$ cat src/sv/aes_cbc_ram.sv
`timescale 1ns / 1ps
// ----------------------------------------------------------------------------
// AES-CBC generic RAM
// One write port, one read port, registered read data.
// ----------------------------------------------------------------------------
module aes_cbc_ram #(
  parameter int WIDTH = 128,
  parameter int DEPTH = 15,
  parameter int AW    = $clog2(DEPTH)
) (
  input  logic             clk_i,
  input  logic             we_i,
  input  logic [AW-1:0]    waddr_i,
  input  logic [WIDTH-1:0] wdata_i,
  input  logic [AW-1:0]    raddr_i,
  output logic [WIDTH-1:0] rdata_o
);
  logic [WIDTH-1:0] mem [DEPTH];

  always_ff @(posedge clk_i) begin
    if (we_i) mem[waddr_i] <= wdata_i;
    rdata_o <= mem[raddr_i];
  end
endmodule

$ cat config.mk
export PLATFORM = sky130hd
export DESIGN_NAME = aes_cbc_ram
export DESIGN_NICKNAME = d
export VERILOG_FILES = /design/src/sv/aes_cbc_ram.sv
export SDC_FILE = /design/constraint.sdc
export NUM_CORES = 2
export LEC_CHECK = 0
export BUFFER_PORTS_ARGS = -buffer_cell sky130_fd_sc_hd__buf_4
export CAP_MARGIN = 10
export CELL_PAD_IN_SITES_DETAIL_PLACEMENT = 1
export CELL_PAD_IN_SITES_GLOBAL_PLACEMENT = 2
export CORE_UTILIZATION = 52
export CTS_CLUSTER_SIZE = 10
export DETAILED_ROUTE_END_ITERATION = 10
export PLACE_DENSITY = 0.93
export SKIP_CTS_REPAIR_TIMING = 1
export SLEW_MARGIN = 40
export SYNTH_ARGS = -nofsm -noshare
export SYNTH_HDL_FRONTEND = slang
export SYNTH_SLANG_ARGS = --single-unit
$ cat constraint.sdc
create_clock -name clk_i -period 25.9 [get_ports clk_i]
set_input_delay 7.77 -clock clk_i [delete_from_list [all_inputs] [get_ports clk_i]]
set_output_delay 7.77 -clock clk_i [all_outputs]
set_load 0.01 [all_outputs]
==> metrics.md <==
| Metric | Value |
|---|---|
| Final Hold Fails | `0` |
| Final Critical Period | `about 11000 ps` |
| Final Cycle Share | `0.409` |
| Req. time, crit path | `26550 ps` |
| Failing checks | `design-rule violations` |
| Post-synthesis cell area | `between 70000 and 80000 sq um` |
| Chip height | `between 300 and 400 microns` |
| TritonRoute pass-1 iters | `8` |
| Hold Startpoint | `mem[14][89]` |
| CP top delay family | `buffers and inverters` |
| Global-route wire length before repair | `291000 microns` |
| DRC | `34` |
| H-Tree Depth | `4` |
| RSZ-0062 raised after global routing | `false` |
| Post-synth cell types | `31` |
| Cell Count Post-Placement | `~5700` |
| Asr flop ratio synth | `0` |
| Final ANT Viol Nets | `0` |
| Nets@finish | `around 4200` |
| Vias in the first global route | `about 42000` |
| Hold/Removal Path Class | `reg -> reg` |
| Actual slew at the worst max-slew pin | `~930 ps` |
| Status | `complete, but fails checks` |
| Final Skew | `between 50 and 60 ps` |
| Worst EP arrival | `around 11000 ps` |
| Synth warnings | `0` |
| Slowest stage cell, crit path | `buf_4` |
| Io pins | `roughly 270` |
| Clock sinks | `approximately 2000` |
| Final setup TNS | `0 ps` |
| Max-slew headroom | `0.377` |
| Flops & latches, synth | `between 2000 and 2500` |
| Hpwl dp | `just over 100000 microns` |
| Drt wl/cell | `~34 microns` |
| Slew Viols, Final | `0` |
| Peak supply drop | `about 0.066 mV` |
| Hold Path Depth | `2` |
| Core Footprint | `between 100000 and 150000 sq um` |
| Final wirelength | `207000 microns` |
| Most common cell after layout, fill and taps aside | `edfxtp_1` |
| Crit path buf inv count | `3` |
| Syn Area/Cell | `20.5 sq um` |
| Worst Reg-to-Reg Cells | `3` |
| Post-DP Area | `79900 sq um` |
| Port bufs | `between 200 and 300` |
| Initial Utilization | `0.525` |
| Crit path depth | `7` |
| Worst-Skew Late Latency | `850 ps` |
| GRT Total Usage | `0.278` |
| Gpl congestion | `0.728` |
| Most common flop cell mapped by yosys | `edfxtp_1` |
| P per Cell Area | `81.6 nW/um^2` |
| Crit path largest cell delay | `710 ps` |
| Die Area | `between 100000 and 150000 sq um` |
| Cell Rows | `approximately 140` |
| Most frequent CP cell | `buf_4` |
| Seq/Total Area, Yosys | `0.796` |
| Final Setup Violations | `0` |
| Clk slew on worst S/H paths | `around 60 ps` |
| Pin count of the biggest net entering global routing | `125` |
| Most frequent cells in the layout | `1920 x edfxtp_1, 360 x mux2i_1, 294 x buf_4` |
| Initial DRC Count | `4478` |
| CTS Buf Count | `approximately 230` |
| Grt ovf | `0` |
| EDFF count, synth | `1920` |
| Max Cap Viol | `0` |
| Crit start category | `input port` |
| Crit end category | `flip-flop` |
| Final non-filler cell total | `6154` |
| DIE WIDTH | `around 380 microns` |
| Area growth, synth to finish | `14.6%` |
| Syn nets | `about 3800` |
| P_leak | `~0.029 uW` |
| Root Driver | `clkbuf_16` |
| Worst-path maximum fanout | `73` |
| Worst-case clock buffer depth | `3` |
| Design Power | `a little over 7000 uW` |
| Share of cells above drive strength 1 | `0.210` |
| FF-to-FF Start | `mem[7][53]` |
| Crit path from | `raddr_i[2]` |
| CTS tree | `yes` |
| Number of antenna violations at the first check in global routing | `27` |
| Critical path type | `in -> reg` |
| Crit path cell chain | `buf_8 -> or2_4 -> buf_4 -> buf_4 -> o22ai_1 -> a31oi_1 -> o21ai_1` |
| Max Clock Freq | `approximately 94 MHz` |
| Vias per inst | `~6.3` |
| Synth Instances | `about 3700` |
| Final instance area | `roughly 87000 sq um` |
| DR vias | `between 30000 and 40000` |
## registers in the layout, indices dropped and copies added, names as in the netlist
register and cells:
mem 1920, rdata_o 128
## tightest hold or removal path, delay by kind of cell (launching register included)
family	cells	cell delay, ps
flops	1	330
compound gates	2	210
## synth_stat cells, types with 12 or more instances
master	n	area [sq um]
a21oi_1	12	60.1
a22oi_1	128	961
a31oi_1	116	726
buf_2	55	275
buf_4	50	375
buf_6	22	248
clkbuf_1	69	259
dfxtp_1	128	2560
edfxtp_1	1920	57700
mux2i_1	360	3600
mux4_2	268	6040
nand2_1	130	488
nand2b_1	122	763
nor2_1	31	116
o211ai_1	12	90.1
o21ai_0	13	65.1
o21ai_1	103	515
o22ai_1	116	726
## layout make-up
class                           instances  area, sq um
Clock buffer                          395         6360
Inverter                                3         21.3
Timing Repair Buffer                  350         3040
Tap cell                             1903         2380
Multi-Input combinational cell       1424        14400
Sequential cell                      2048        60200
Antenna cell                           16         40.0
Clock inverter                         15          269
Fill cell                           12100        57300
## path summary, 6_finish.rpt
path | endpoint | slack [ps]
max reg2reg | rdata_o[53] | 24210
min | rdata_o[89] | 540
max | rdata_o[70] | 15300
min reg2reg | rdata_o[89] | 540
## routing by layer
metal / vias up / track usage / share of wire
li1: 15800 / - / -
met1: 20800 / 0.356 / 0.38
met2: 1981 / 0.465 / 0.51
met3: 403 / 0.0621 / 0.083
met4: 22 / 0.106 / 0.031
met5: - / 0 / 0.00067
## logic make-up (layout without fill, tap and decap cells)
family	count (synthesis)	after routing	synth area share
AND/OR/NAND/NOR	296	296	0.0192
multiplexers	628	628	0.127
flip-flops	2048	2048	0.796
buffers and inverters	210	763	0.0160
other	0	16	0
AO/OA/AOI/OAI	500	500	0.0415
## where the power goes
group | internal [uW] | switching [uW]
Sequential | 3710 | 37.7
Clock | 1660 | 1290
Combinational | 144 | 236
Total | 5510 | 1560
## through the flow
step / setup slack, ps / hold slack, ps / util
4_1_cts: 15120 / 564 / 0.601
3_5_place_dp: 14290 / 551 / 0.555
6_report: 15300 / 540 / 0.602
3_3_place_gp: 13630 / 541 / 0.553
2_1_floorplan: 8200 / 520 / -
5_1_grt: 15140 / 598 / 0.602
Note: power is estimated with default switching activity, not from simulation.
