<file path="src/sv/aes_cbc_pkg.sv">
`timescale 1ns / 1ps
// ----------------------------------------------------------------------------
// AES-CBC package
// Shared types, register indexes, S-boxes and round helper functions.
// ----------------------------------------------------------------------------
package aes_cbc_pkg;

  localparam int MAX_ROUNDS_DEF = 14;
  localparam int CFG_IDX_W      = 4;

  localparam logic [7:0] XT_POLY = 8'h1B;
  localparam logic [7:0] RC_INIT = 8'h01;

  typedef logic [CFG_IDX_W-1:0] cfg_idx_t;

  localparam cfg_idx_t REG_KEY_SIZE     = cfg_idx_t'(0);
  localparam cfg_idx_t REG_DECRYPT_MODE = cfg_idx_t'(1);
  localparam cfg_idx_t REG_KEY_WORD0    = cfg_idx_t'(2);
  localparam cfg_idx_t REG_KEY_WORD1    = cfg_idx_t'(3);
  localparam cfg_idx_t REG_KEY_WORD2    = cfg_idx_t'(4);
  localparam cfg_idx_t REG_KEY_WORD3    = cfg_idx_t'(5);
  localparam cfg_idx_t REG_IV_HIGH      = cfg_idx_t'(6);
  localparam cfg_idx_t REG_IV_LOW       = cfg_idx_t'(7);

  localparam logic [1:0] KS_128 = 2'd0;
  localparam logic [1:0] KS_192 = 2'd1;
  localparam logic [1:0] KS_256 = 2'd2;

  typedef struct packed {
    logic [63:0] data_high;
    logic [63:0] data_low;
    logic        restart_chain;
  } in_word_t;

  typedef struct packed {
    logic [63:0] result_high;
    logic [63:0] result_low;
  } out_word_t;

  typedef struct packed {
    cfg_idx_t    index;
    logic [63:0] data;
  } cfg_word_t;

  typedef struct packed {
    logic first;
    logic last;
    logic inv;
  } round_ctrl_t;

  localparam logic [7:0] SBOX_FWD [256] = '{
    8'h63,8'h7c,8'h77,8'h7b,8'hf2,8'h6b,8'h6f,8'hc5,8'h30,8'h01,8'h67,8'h2b,8'hfe,8'hd7,8'hab,8'h76,
    8'hca,8'h82,8'hc9,8'h7d,8'hfa,8'h59,8'h47,8'hf0,8'had,8'hd4,8'ha2,8'haf,8'h9c,8'ha4,8'h72,8'hc0,
    8'hb7,8'hfd,8'h93,8'h26,8'h36,8'h3f,8'hf7,8'hcc,8'h34,8'ha5,8'he5,8'hf1,8'h71,8'hd8,8'h31,8'h15,
    8'h04,8'hc7,8'h23,8'hc3,8'h18,8'h96,8'h05,8'h9a,8'h07,8'h12,8'h80,8'he2,8'heb,8'h27,8'hb2,8'h75,
    8'h09,8'h83,8'h2c,8'h1a,8'h1b,8'h6e,8'h5a,8'ha0,8'h52,8'h3b,8'hd6,8'hb3,8'h29,8'he3,8'h2f,8'h84,
    8'h53,8'hd1,8'h00,8'hed,8'h20,8'hfc,8'hb1,8'h5b,8'h6a,8'hcb,8'hbe,8'h39,8'h4a,8'h4c,8'h58,8'hcf,
    8'hd0,8'hef,8'haa,8'hfb,8'h43,8'h4d,8'h33,8'h85,8'h45,8'hf9,8'h02,8'h7f,8'h50,8'h3c,8'h9f,8'ha8,
    8'h51,8'ha3,8'h40,8'h8f,8'h92,8'h9d,8'h38,8'hf5,8'hbc,8'hb6,8'hda,8'h21,8'h10,8'hff,8'hf3,8'hd2,
    8'hcd,8'h0c,8'h13,8'hec,8'h5f,8'h97,8'h44,8'h17,8'hc4,8'ha7,8'h7e,8'h3d,8'h64,8'h5d,8'h19,8'h73,
    8'h60,8'h81,8'h4f,8'hdc,8'h22,8'h2a,8'h90,8'h88,8'h46,8'hee,8'hb8,8'h14,8'hde,8'h5e,8'h0b,8'hdb,
    8'he0,8'h32,8'h3a,8'h0a,8'h49,8'h06,8'h24,8'h5c,8'hc2,8'hd3,8'hac,8'h62,8'h91,8'h95,8'he4,8'h79,
    8'he7,8'hc8,8'h37,8'h6d,8'h8d,8'hd5,8'h4e,8'ha9,8'h6c,8'h56,8'hf4,8'hea,8'h65,8'h7a,8'hae,8'h08,
    8'hba,8'h78,8'h25,8'h2e,8'h1c,8'ha6,8'hb4,8'hc6,8'he8,8'hdd,8'h74,8'h1f,8'h4b,8'hbd,8'h8b,8'h8a,
    8'h70,8'h3e,8'hb5,8'h66,8'h48,8'h03,8'hf6,8'h0e,8'h61,8'h35,8'h57,8'hb9,8'h86,8'hc1,8'h1d,8'h9e,
    8'he1,8'hf8,8'h98,8'h11,8'h69,8'hd9,8'h8e,8'h94,8'h9b,8'h1e,8'h87,8'he9,8'hce,8'h55,8'h28,8'hdf,
    8'h8c,8'ha1,8'h89,8'h0d,8'hbf,8'he6,8'h42,8'h68,8'h41,8'h99,8'h2d,8'h0f,8'hb0,8'h54,8'hbb,8'h16
  };

  localparam logic [7:0] SBOX_INV [256] = '{
    8'h52,8'h09,8'h6a,8'hd5,8'h30,8'h36,8'ha5,8'h38,8'hbf,8'h40,8'ha3,8'h9e,8'h81,8'hf3,8'hd7,8'hfb,
    8'h7c,8'he3,8'h39,8'h82,8'h9b,8'h2f,8'hff,8'h87,8'h34,8'h8e,8'h43,8'h44,8'hc4,8'hde,8'he9,8'hcb,
    8'h54,8'h7b,8'h94,8'h32,8'ha6,8'hc2,8'h23,8'h3d,8'hee,8'h4c,8'h95,8'h0b,8'h42,8'hfa,8'hc3,8'h4e,
    8'h08,8'h2e,8'ha1,8'h66,8'h28,8'hd9,8'h24,8'hb2,8'h76,8'h5b,8'ha2,8'h49,8'h6d,8'h8b,8'hd1,8'h25,
    8'h72,8'hf8,8'hf6,8'h64,8'h86,8'h68,8'h98,8'h16,8'hd4,8'ha4,8'h5c,8'hcc,8'h5d,8'h65,8'hb6,8'h92,
    8'h6c,8'h70,8'h48,8'h50,8'hfd,8'hed,8'hb9,8'hda,8'h5e,8'h15,8'h46,8'h57,8'ha7,8'h8d,8'h9d,8'h84,
    8'h90,8'hd8,8'hab,8'h00,8'h8c,8'hbc,8'hd3,8'h0a,8'hf7,8'he4,8'h58,8'h05,8'hb8,8'hb3,8'h45,8'h06,
    8'hd0,8'h2c,8'h1e,8'h8f,8'hca,8'h3f,8'h0f,8'h02,8'hc1,8'haf,8'hbd,8'h03,8'h01,8'h13,8'h8a,8'h6b,
    8'h3a,8'h91,8'h11,8'h41,8'h4f,8'h67,8'hdc,8'hea,8'h97,8'hf2,8'hcf,8'hce,8'hf0,8'hb4,8'he6,8'h73,
    8'h96,8'hac,8'h74,8'h22,8'he7,8'had,8'h35,8'h85,8'he2,8'hf9,8'h37,8'he8,8'h1c,8'h75,8'hdf,8'h6e,
    8'h47,8'hf1,8'h1a,8'h71,8'h1d,8'h29,8'hc5,8'h89,8'h6f,8'hb7,8'h62,8'h0e,8'haa,8'h18,8'hbe,8'h1b,
    8'hfc,8'h56,8'h3e,8'h4b,8'hc6,8'hd2,8'h79,8'h20,8'h9a,8'hdb,8'hc0,8'hfe,8'h78,8'hcd,8'h5a,8'hf4,
    8'h1f,8'hdd,8'ha8,8'h33,8'h88,8'h07,8'hc7,8'h31,8'hb1,8'h12,8'h10,8'h59,8'h27,8'h80,8'hec,8'h5f,
    8'h60,8'h51,8'h7f,8'ha9,8'h19,8'hb5,8'h4a,8'h0d,8'h2d,8'he5,8'h7a,8'h9f,8'h93,8'hc9,8'h9c,8'hef,
    8'ha0,8'he0,8'h3b,8'h4d,8'hae,8'h2a,8'hf5,8'hb0,8'hc8,8'heb,8'hbb,8'h3c,8'h83,8'h53,8'h99,8'h61,
    8'h17,8'h2b,8'h04,8'h7e,8'hba,8'h77,8'hd6,8'h26,8'he1,8'h69,8'h14,8'h63,8'h55,8'h21,8'h0c,8'h7d
  };

  localparam logic [3:0] GM_E = 4'hE;
  localparam logic [3:0] GM_B = 4'hB;
  localparam logic [3:0] GM_D = 4'hD;
  localparam logic [3:0] GM_9 = 4'h9;

  function automatic logic [7:0] xtime(input logic [7:0] b);
    return {b[6:0], 1'b0} ^ (b[7] ? XT_POLY : 8'h00);
  endfunction

  function automatic logic [7:0] gmul(input logic [7:0] a, input logic [3:0] m);
    logic [7:0] acc;
    logic [7:0] p;
    acc = 8'h00;
    p   = a;
    for (int k = 0; k < 4; k++) begin
      if (m[k]) acc = acc ^ p;
      p = xtime(p);
    end
    return acc;
  endfunction

  function automatic logic [31:0] sub_word(input logic [31:0] w);
    return {SBOX_FWD[w[31:24]], SBOX_FWD[w[23:16]], SBOX_FWD[w[15:8]], SBOX_FWD[w[7:0]]};
  endfunction

  // byte n of a block sits at bits 127-8n, row n%4, column n/4
  function automatic logic [127:0] sub_shift(input logic [127:0] s, input logic inv);
    logic [127:0] t;
    t = '0;
    for (int r = 0; r < 4; r++) begin
      for (int c = 0; c < 4; c++) begin
        if (inv)
          t[127-8*(r+4*((c+r)%4)) -: 8] = SBOX_INV[s[127-8*(r+4*c) -: 8]];
        else
          t[127-8*(r+4*c) -: 8] = SBOX_FWD[s[127-8*(r+4*((c+r)%4)) -: 8]];
      end
    end
    return t;
  endfunction

  function automatic logic [127:0] mix(input logic [127:0] s, input logic inv);
    logic [127:0] t;
    logic [7:0]   a0, a1, a2, a3;
    t = '0;
    for (int c = 0; c < 4; c++) begin
      a0 = s[127-32*c -: 8];
      a1 = s[119-32*c -: 8];
      a2 = s[111-32*c -: 8];
      a3 = s[103-32*c -: 8];
      if (inv) begin
        t[127-32*c -: 8] = gmul(a0, GM_E) ^ gmul(a1, GM_B) ^ gmul(a2, GM_D) ^ gmul(a3, GM_9);
        t[119-32*c -: 8] = gmul(a0, GM_9) ^ gmul(a1, GM_E) ^ gmul(a2, GM_B) ^ gmul(a3, GM_D);
        t[111-32*c -: 8] = gmul(a0, GM_D) ^ gmul(a1, GM_9) ^ gmul(a2, GM_E) ^ gmul(a3, GM_B);
        t[103-32*c -: 8] = gmul(a0, GM_B) ^ gmul(a1, GM_D) ^ gmul(a2, GM_9) ^ gmul(a3, GM_E);
      end else begin
        t[127-32*c -: 8] = xtime(a0) ^ xtime(a1) ^ a1 ^ a2 ^ a3;
        t[119-32*c -: 8] = a0 ^ xtime(a1) ^ xtime(a2) ^ a2 ^ a3;
        t[111-32*c -: 8] = a0 ^ a1 ^ xtime(a2) ^ xtime(a3) ^ a3;
        t[103-32*c -: 8] = xtime(a0) ^ a0 ^ a1 ^ a2 ^ xtime(a3);
      end
    end
    return t;
  endfunction

endpackage

</file>
<file path="src/sv/aes_cbc_keyexp.sv">
`timescale 1ns / 1ps
// ----------------------------------------------------------------------------
// AES-CBC key expansion
// Produces one schedule word a cycle, writes each 128-bit round key to RAM.
// ----------------------------------------------------------------------------
module aes_cbc_keyexp #(
  parameter int MAX_ROUNDS = aes_cbc_pkg::MAX_ROUNDS_DEF,
  parameter int NRW        = $clog2(MAX_ROUNDS + 1)
) (
  input  logic               clk_i,
  input  logic               rst_ni,
  input  logic               start_i,
  input  logic [1:0]         key_size_i,
  input  logic [NRW-1:0]     rounds_i,
  input  logic [7:0][31:0]   key_i,
  output logic               done_o,
  output logic               we_o,
  output logic [NRW-1:0]     waddr_o,
  output logic [127:0]       wdata_o
);
  import aes_cbc_pkg::*;

  localparam int IW = NRW + 2;

  logic          busy_q;
  logic          done_q;
  logic [IW-1:0] idx_q;
  logic [2:0]    mod_q;
  logic [7:0]    rc_q;
  logic [31:0]   win_q [8];
  logic [95:0]   acc_q;

  logic [3:0]    nk;
  logic [IW-1:0] last_idx;
  logic          from_key;
  logic [31:0]   prev_w, base_w, tmp_w, new_w;

  always_comb begin
    unique case (key_size_i)
      KS_128:  nk = 4'd4;
      KS_192:  nk = 4'd6;
      default: nk = 4'd8;
    endcase
    last_idx = {rounds_i, 2'b11};
    from_key = idx_q < IW'(nk);
    prev_w   = win_q[7];
    base_w   = win_q[3'(4'd8 - nk)];
    if (mod_q == 3'd0)
      tmp_w = sub_word({prev_w[23:0], prev_w[31:24]}) ^ {rc_q, 24'h0};
    else if (nk == 4'd8 && mod_q == 3'd4)
      tmp_w = sub_word(prev_w);
    else
      tmp_w = prev_w;
    new_w = from_key ? key_i[3'd7 - idx_q[2:0]] : (base_w ^ tmp_w);
  end

  always_ff @(posedge clk_i or negedge rst_ni) begin
    if (!rst_ni) begin
      busy_q <= 1'b0;
      done_q <= 1'b0;
      idx_q  <= '0;
      mod_q  <= '0;
      rc_q   <= RC_INIT;
    end else begin
      done_q <= 1'b0;
      if (start_i) begin
        busy_q <= 1'b1;
        idx_q  <= '0;
        mod_q  <= '0;
        rc_q   <= RC_INIT;
      end else if (busy_q) begin
        idx_q <= idx_q + 1'b1;
        mod_q <= (mod_q == 3'(nk - 4'd1)) ? 3'd0 : mod_q + 3'd1;
        if (!from_key && mod_q == 3'd0) rc_q <= xtime(rc_q);
        if (idx_q == last_idx) begin
          busy_q <= 1'b0;
          done_q <= 1'b1;
        end
      end
    end
  end

  always_ff @(posedge clk_i) begin
    if (busy_q) begin
      for (int k = 0; k < 7; k++) win_q[k] <= win_q[k+1];
      win_q[7] <= new_w;
      acc_q    <= {acc_q[63:0], new_w};
    end
  end

  assign done_o  = done_q;
  assign we_o    = busy_q && (idx_q[1:0] == 2'b11);
  assign waddr_o = idx_q[IW-1:2];
  assign wdata_o = {acc_q, new_w};
endmodule

</file>
<file path="config.mk">
export PLATFORM = sky130hd
export DESIGN_NAME = aes_cbc_keyexp
export DESIGN_NICKNAME = d
export VERILOG_FILES = /design/src/sv/aes_cbc_pkg.sv /design/src/sv/aes_cbc_keyexp.sv
export SDC_FILE = /design/constraint.sdc
export NUM_CORES = 1
export LEC_CHECK = 0
export BUFFER_PORTS_ARGS = -buffer_cell sky130_fd_sc_hd__buf_2
export CAP_MARGIN = 20
export CORE_MARGIN = 4
export CORE_UTILIZATION = 40
export CTS_BUF_LIST = sky130_fd_sc_hd__clkbuf_8
export DETAILED_ROUTE_END_ITERATION = 6
export HOLD_SLACK_MARGIN = 0.15
export MAX_ROUTING_LAYER = met4
export PLACE_DENSITY_LB_ADDON = 0.25
export RECOVER_POWER = 100
export SLEW_MARGIN = 0
export SYNTH_ARGS = -nofsm -noshare
export SYNTH_HDL_FRONTEND = slang
export SYNTH_SLANG_ARGS = --single-unit
</file>
<file path="constraint.sdc">
create_clock -name clk_i -period 16.7 [get_ports clk_i]
set_clock_uncertainty 0.1 [all_clocks]
set_input_delay 2.505 -clock clk_i [delete_from_list [all_inputs] [get_ports clk_i]]
set_output_delay 2.505 -clock clk_i [all_outputs]
set_load 0.03 [all_outputs]
</file>
==> qor.csv <==
metric;value;unit
power.leakage;10.7;nW
ys_types;97;
synth_edf_count;256;
ant_nets;0;
fp.coreArea;0.0659;mm²
fin_crit;11.75;ns
cts_buffers;50;
clock_path_buffers;3;
vias_per_cell;6.95;
ys.flop_type;edfxtp_1;
nets;3428;
dpl-instance-area;0.0287;mm²
drtIter0Drc;4629;
clk_pin_slew;0.06;ns
dp_cells;3909;
syn-num-nets;3244;
start_util;0.404;
rsz0062_at_grt;no;
cellPowerDensity;198;mW/mm²
die_x;266;µm
cp-end-kind;output pin;
via_count;27874;
cp.arrival;9.15;ns
hold_path_class;register to register;
setup_viol;0;
io_buffers;398;
synth-seq-area-share;0.307;
die_area;0.0707;mm²
cts.htree.levels;2;
irDropWorstVdd;0.0847;mV
hold-worst-slack;0.310;ns
drc_errors;0;
grt_max_degree;89;
cap_violations;36;
cts_tree;done;
drive_above_1_share;0.188;
fillerInstances;6617;
grt_pass1_vias;26565;
slowest_delay;2.32;ns
ys_ff_latch;275;
finalNonFillerCells;4010;
async_flop_share;0.0691;
cts_resized;0;
pin_count;399;
first_pass_iters;6;
syn-cell-area;0.0266;mm²
path_max_fanout;71;
path_buf_inv;6;
setup_slack;4.95;ns
place_congestion;1.01;
post-place-ws;8.12;ns
drt_wl_total;126000;µm
worst_pin_slew;4.44;ns
track_usage;0.347;
path_class;input pin to output pin;
clk_latency;0.66;ns
status;finished with violations;
ff_latch_area;0.00817;mm²
violations;capacitance limit, slew limit;
grt_pass1_wl;182000;µm
timing.slew.headroom;-1.96;
area_delta_synth_final;10.6;%
stdcell_area;0.0294;mm²
crit_required;14.10;ns
dp_hpwl;88200;µm
yosys_warnings;0;
crit_chain;buf_2 -> clkbuf_1 -> inv_1 -> ha_1 -> inv_1 -> o21ai_4 -> clkbuf_1 -> a211oi_1 -> a31o_2 -> a211oi_1 -> clkbuf_1;
crit_path_frequent_cell;clkbuf_1;
setup_tns;0;ns
cts_hold_buf;0;
overflow;0;
cp-start-kind;input pin;
postCtsSetupRepairBufs;0;
synth_cells;2914;
multi_input_area;0.0167;mm²
clock_sinks;275;
wl_per_cell;31.3;µm
fmax;0.0851;GHz
timing.final.max_slew_violations;1789;
die_h;266;µm
synth_area_per_cell;9.13;µm²
hold_viol;0;
cts-root-buf;clkbuf_8;
period_share;0.704;
crit_path_top_delay_cell;clkbuf_1;
antenna_found_initial;8;
cp_top_family;buffers and inverters;
num_rows;94;
-- area by class of cell --
type | instances | share of cell area
well taps | 864 | 0.0368
clock buffers | 59 | 0.0276
repair buffers | 465 | 0.0742
inverters | 57 | 0.00727
multi-input cells | 2249 | 0.569
flip-flops and latches | 275 | 0.278
clock inverters | 35 | 0.00723
diodes | 6 | 0.000510
-- registers in the layout, summed over array words and instances (netlist names) --
name and flops:
done_o 1, rc_q 8, busy_q 1, win_q 161
mod_q 3, idx_q 6, acc_q 95
-- Yosys cell counts, drive strengths merged, types with 34 or more instances --
library cell  count  area (µm²)
edfxtp          256        7690
a21oi           200        1000
nor2            198         748
nand2           197         739
o21ai           184         921
clkbuf          178         671
buf             155         845
mux4            128        2880
mux2i            94         941
nand2b           94         588
nor3             93         465
nor2b            84         533
a31oi            65         407
ha               65         813
a211oi           63         473
nand3            60         300
inv              52         195
o211ai           51         383
a311oi           39         342
o311ai           36         323
o31ai            34         255
-- worst paths after layout --
check	from	cells after the start	slack, ns	end
setup reg to reg	acc_q[2]	10	8.48	acc_q[0]
max in group asynchronous	rst_ni	1	13.53	idx_q[1]
min in group asynchronous	rst_ni	1	2.03	idx_q[0]
hold / removal	win_q[3][0]	0	0.31	win_q[2][0]
hold reg to reg	win_q[3][0]	0	0.31	win_q[2][0]
setup / recovery	key_size_i[1]	11	4.95	wdata_o[30]
-- per-layer routing --
metal	share of wire	global-route usage
met1	0.39	0.448
met2	0.44	0.527
met3	0.12	0.0776
met4	0.053	0.148
met5	0	-
-- cells in the final DEF (no fill, tap or decap), drive strengths merged, types with 19 or more instances in the layout --
cell / count
nand3: 60
o22ai: 27
o221ai: 19
xnor2: 24
nand2: 197
o311a: 21
or3: 21
clkbuf: 228
a311oi: 39
inv: 73
nor2b: 84
nor3: 93
o311ai: 36
a31oi: 65
o31ai: 34
and3: 20
mux2: 26
nor2: 198
ha: 65
o211ai: 51
a211oi: 63
nor3b: 25
nand2b: 94
a21oi: 200
o21a: 19
mux4: 128
mux2i: 94
o21ai: 184
or2: 30
a221oi: 25
buf: 296
and2: 32
edfxtp: 256
-- power by group --
part / internal (mW) / switching (mW)
Combinational: 1.26 / 2.71
Clock: 0.354 / 0.316
Sequential: 1.05 / 0.148
Total: 2.66 / 3.17
-- worst reg2reg max path, stage by stage, from the launching register on --
cell and delay (ns):
edfxtp_1 0.33, clkbuf_1 1.55, clkbuf_1 2.71, nand2_1 0.84, o21ai_0 0.31, xnor2_1 0.10
mux4_2 0.54, o221ai_1 0.64, nand3_1 0.19, a21o_1 0.20, a31oi_1 0.45
-- metrics by stage --
stage / util / total power, mW
after floorplan: - / 3.73
after global placement: 0.436 / 5.09
after detailed placement: 0.436 / 5.03
after CTS: 0.451 / 5.73
after global routing: 0.447 / 6.08
final: 0.447 / 5.84
-- cells by family after synthesis --
family	share of synthesized area
buf+inv	0.0650
xor+xnor	0.00955
flops	0.307
simple gates	0.180
compound gates	0.253
fa+ha+maj	0.0306
mux	0.155
Note: power is estimated with default switching activity, not from simulation.
